### src/sv/delaunay_incircle_test_unit_defines.svh
// Assertion macros for the incircle test unit.
// Included by the top level; expects clk and rst_n in scope.
`ifndef DELAUNAY_INCIRCLE_TEST_UNIT_DEFINES_SVH
`define DELAUNAY_INCIRCLE_TEST_UNIT_DEFINES_SVH

// Same-cycle implication, disabled during reset.
`define DIT_ASSERT_IMP(lbl, ante, cons, msg) \
  lbl: assert property (@(posedge clk) disable iff (!rst_n) (ante) |-> (cons)) \
    else $error(msg);

// Next-cycle implication, disabled during reset.
`define DIT_ASSERT_NXT(lbl, ante, cons, msg) \
  lbl: assert property (@(posedge clk) disable iff (!rst_n) (ante) |=> (cons)) \
    else $error(msg);

`endif

### src/sv/dit_pkg.sv
// Shared widths, types and sign codes for the incircle test unit.
// No dependencies.
package dit_pkg;

  localparam int FIELD_W    = 16;            // width of a coordinate field
  localparam int COORD_BITS = 16;            // bits of a field that are used (4..FIELD_W)
  localparam int DIFF_W     = COORD_BITS + 1;
  localparam int PROD_W     = 2 * DIFF_W;
  localparam int SUM_W      = PROD_W + 1;
  localparam int LO_W       = DIFF_W;
  localparam int HI_W       = SUM_W - LO_W;
  localparam int PLO_W      = LO_W + 1 + SUM_W;
  localparam int PHI_W      = HI_W + SUM_W;
  localparam int TERM_W     = 2 * SUM_W;
  localparam int ACC_W      = TERM_W + 2;
  localparam int N_STAGES   = 6;

  typedef logic signed [FIELD_W-1:0] coord_t;
  typedef logic signed [DIFF_W-1:0]  diff_t;
  typedef logic signed [PROD_W-1:0]  prod_t;
  typedef logic signed [SUM_W-1:0]   sum_t;
  typedef logic signed [PLO_W-1:0]   plo_t;
  typedef logic signed [PHI_W-1:0]   phi_t;
  typedef logic signed [TERM_W-1:0]  term_t;
  typedef logic signed [ACC_W-1:0]   acc_t;
  typedef logic signed [1:0]         sign_t;

  localparam sign_t SIGN_ZERO = 2'sb00;
  localparam sign_t SIGN_POS  = 2'sb01;
  localparam sign_t SIGN_BAD  = 2'sb10;
  localparam sign_t SIGN_NEG  = 2'sb11;

  // load enables of the two register stages inside one module
  typedef struct packed {
    logic ld_a;
    logic ld_b;
  } stage_ld_t;

endpackage

### src/sv/dit_acc.sv
// Stages 4 and 5: rebuild the three determinant terms, sum them, take signs.
// Depends on dit_pkg.
module dit_acc (
  input  logic                clk,
  input  dit_pkg::stage_ld_t  ld,
  input  dit_pkg::plo_t       plo [3],
  input  dit_pkg::phi_t       phi [3],
  input  logic                bc_zero,
  input  logic                bc_neg,
  input  logic                face_in,
  output logic                inside_r,
  output dit_pkg::sign_t      sign_r
);
  import dit_pkg::*;

  term_t tb_r, tc_r, tp_r;
  logic  bc_zero_a_r, bc_neg_a_r, face_a_r;
  acc_t  acc;
  sign_t sign_nxt;
  logic  inside_nxt;

  function automatic term_t join_term(input phi_t h, input plo_t l);
    return (term_t'(h) <<< LO_W) + term_t'(l);
  endfunction

  always_ff @(posedge clk) begin
    if (ld.ld_a) begin
      tb_r        <= join_term(phi[0], plo[0]);
      tc_r        <= join_term(phi[1], plo[1]);
      tp_r        <= join_term(phi[2], plo[2]);
      bc_zero_a_r <= bc_zero;
      bc_neg_a_r  <= bc_neg;
      face_a_r    <= face_in;
    end
  end

  // determinant = lb*m_cp - lc*m_bp + lp*m_bc
  always_comb begin
    acc = acc_t'(tb_r) - acc_t'(tc_r) + acc_t'(tp_r);
    if (face_a_r || bc_zero_a_r || (acc == '0)) begin
      sign_nxt = SIGN_ZERO;
    end else if (acc[ACC_W-1] ^ bc_neg_a_r) begin
      sign_nxt = SIGN_NEG;
    end else begin
      sign_nxt = SIGN_POS;
    end
    inside_nxt = !face_a_r && (sign_nxt != SIGN_POS);
  end

  always_ff @(posedge clk) begin
    if (ld.ld_b) begin
      sign_r   <= sign_nxt;
      inside_r <= inside_nxt;
    end
  end
endmodule

### config.mk
export PLATFORM = sky130hd
export DESIGN_NAME = dit_acc
export DESIGN_NICKNAME = d
export VERILOG_FILES = /design/src/sv/delaunay_incircle_test_unit_defines.svh /design/src/sv/dit_pkg.sv /design/src/sv/dit_acc.sv
export SDC_FILE = /design/constraint.sdc
export NUM_CORES = 1
export LEC_CHECK = 0
export BUFFER_PORTS_ARGS = -buffer_cell sky130_fd_sc_hd__buf_2
export CORE_UTILIZATION = 50
export DETAILED_ROUTE_END_ITERATION = 10
export PLACE_DENSITY = 0.72
export SYNTH_ARGS = -nofsm -noshare
export SYNTH_HDL_FRONTEND = slang
export SYNTH_SLANG_ARGS = --single-unit
### constraint.sdc
create_clock -name clk -period 13 [get_ports clk]
set_clock_uncertainty 0.1 [all_clocks]
set_input_delay 3.25 -clock clk [delete_from_list [all_inputs] [get_ports clk]]
set_output_delay 3.25 -clock clk [all_outputs]
set_load 0.01 [all_outputs]
==> metrics.csv <==
metric,value,unit
finalWorstSetupSlack,6130,ps
yosysSeqAreaShare,29.2,%
post-place-ws,5640,ps
drt_iter0_drc,1511,
setup_violations,0,
synthCells,2530,
swShare,47.0,%
hold_viol,0,
fmax,0.146,GHz
grt_use_total,28.9,%
cts_hold_buf,0,
netlist.area_leader.share,29.2,%
numCtsBuffers,26,
cp.required,13210,ps
min_period,6870,ps
yosysTopAreaCell,edfxtp_1,
ff2ff_path_depth,16,
grt-ovfl-total,0,
p_switching,2.02,mW
grt_pass1_wl,103000,µm
dr.pass1.iters,5,
post-route-cell-area,25200,µm²
vias,19900,
pwr-share-comb,61.6,%
r2r-start,tb_r[1],
worst_slew_pin_slew,1180,ps
worst_setup_path_end_kind,register,
final_cells,3434,
diodes,0,
async_flop_share,0,%
min_path_cells,3,
cp.arrival,7080,ps
hold_start,bc_zero_a_r,
ys.warnings.count,0,
slew_headroom,19.0,%
netlist_area,22200,µm²
synth_nets,3155,
cts.path.max_buffers,3,
areaGrowthSynthToFinish,13.5,%
path_clk_slew,60,ps
synth_cell_type_count,86,
synth_commonest_cells,"364 x inv_1, 246 x a21oi_1, 228 x ha_1",
cts_tree,yes,
io_pins,327,
core,43500,µm²
drcViolationCount,0,
path_class,in -> reg,
synth_area_leaders,"edfxtp_1 29%, ha_1 13%, fa_1 6.6%",
grt_max_degree,88,
met3WireLength,3450,µm
min_to,sign_r[1],
ctsResizeCount,0,
rows,76,
internal_power,2.28,mW
synth_area_per_cell,8.78,µm²
dp_hpwl,55400,µm
grt_setup_unrepaired,no,
grt_antenna_before_repair,0,
die_width,213,µm
vias_per_cell,5.81,
clkSinkCount,216,
cp_max_fo,4,
postCtsSetupBuffers,0,
holdCritPathClass,reg -> reg,
ir_drop,98.6,µV
cp-start-kind,input port,
power-per-cell-area,170,nW/µm²
drv_slew,0,
drv_cap,0,
highest_layer,met4,
wirelength,65900,µm
die-area,45300,µm²
wl_per_cell,19.2,µm
ys_ff_latch,216,
yosys.cell_count.top_type,inv_1,
clock_latency,560,ps
wl_met2,30200,µm
port_buffers,326,
place_inst,3388,
fin_util,58.0,%
p_leak,11.8,nW
p_clk_share,16.4,%
layout-drive-gt1-share,14.1,%
cts_root_buf,clkbuf_16,
r2r_slack,7330,ps
tns,0,ps
status,"complete, no violations",
grt_pass1_vias,19400,
timing.final.crit_share,52.8,%
h-tree-depth,1,
holdWs,562,ps
total_power,4.30,mW
routabilityCongestion,0.982,
r2r_end,sign_r[1],
final.fill_count,3967,
wl_met1,30900,µm
placed_cell_area,24400,µm²
ys.flop_type,edfxtp_1,
start_util,51.1,%
postRouteAntennaNets,0,
die_y,213,µm
power_frac_seq,22.0,%
synth_edf_count,216,
final_nets,3456,
==> worst max-delay path, cell delays in order <==
cell	delay, ps
buf_2	80
ha_1	210
inv_1	70
fa_1	390
nor2b_1	170
o31a_1	210
nor3_1	80
o21ai_1	430
a31oi_1	340
o311a_1	490
o31ai_2	430
o21ai_1	230
o211ai_1	300
a31o_1	200
a21oi_1	80
xnor2_1	130
==> power by group through the flow <==
stage	clock network, mW	registers [mW]	logic [mW]
after detailed placement	0	0.958	2.59
after floorplan	0	0.941	1.83
after CTS	0.716	0.944	2.60
final	0.705	0.943	2.65
after global routing	0.746	0.953	2.90
after global placement	0	0.954	2.57
==> placed cells by master (no fill, tap or decap), types with 62 or more instances in the layout <==
cell type,instances
ha_1,228
a21oi_1,246
a21o_1,115
o21ai_0,110
xnor2_1,118
fa_1,73
xor2_1,62
inv_1,364
nor2_1,143
buf_2,325
nand2_1,170
edfxtp_1,216
==> metal layers <==
| layer | track usage, % | vias to the layer above |
|---|---|---|
| li1 | - | 9701 |
| met2 | 48.2 | 655 |
| met4 | 6.57 | 0 |
| met3 | 2.75 | 88 |
| met1 | 40.4 | 9496 |
| met5 | 0 | - |
==> layout make-up <==
type	count	area, µm²	area share, %
sequential	216	6490	25.7
clock inverter	12	114	0.452
clock buffer	34	702	2.78
multi-input combinational	1890	14100	56.0
timing repair buffer	333	1690	6.71
tap	585	732	2.90
inverter	364	1370	5.42
==> state kept, by name, indices dropped and copies added (netlist names) <==
signal / cells
face_a_r: 1
tp_r: 70
bc_zero_a_r: 1
bc_neg_a_r: 1
inside_r: 1
tb_r: 70
tc_r: 70
sign_r: 2
==> cells by family after synthesis <==
logic type | count (synthesis) | synth area share (%)
adders and majority gates | 301 | 19.4
AOI/OAI and AO/OA | 786 | 23.1
DFF | 216 | 29.2
muxes | 9 | 0.422
buffers and inverters | 424 | 7.23
and+or+nand+nor | 614 | 13.5
xor gates and xnor gates | 180 | 7.10
==> how the worst max path moves through the flow <==
| stage | start | to | slack (ps) |
|---|---|---|---|
| finish | plo[70] | tc_r[67] | 6130 |
| global route | plo[123] | tb_r[67] | 5950 |
| CTS | plo[123] | tb_r[67] | 6190 |
| detailed placement | plo[123] | tb_r[67] | 5640 |
| global placement | plo[70] | tc_r[67] | 5710 |
| floorplan | plo[17] | tp_r[47] | 6550 |
Power figures use the tool's default switching activity.
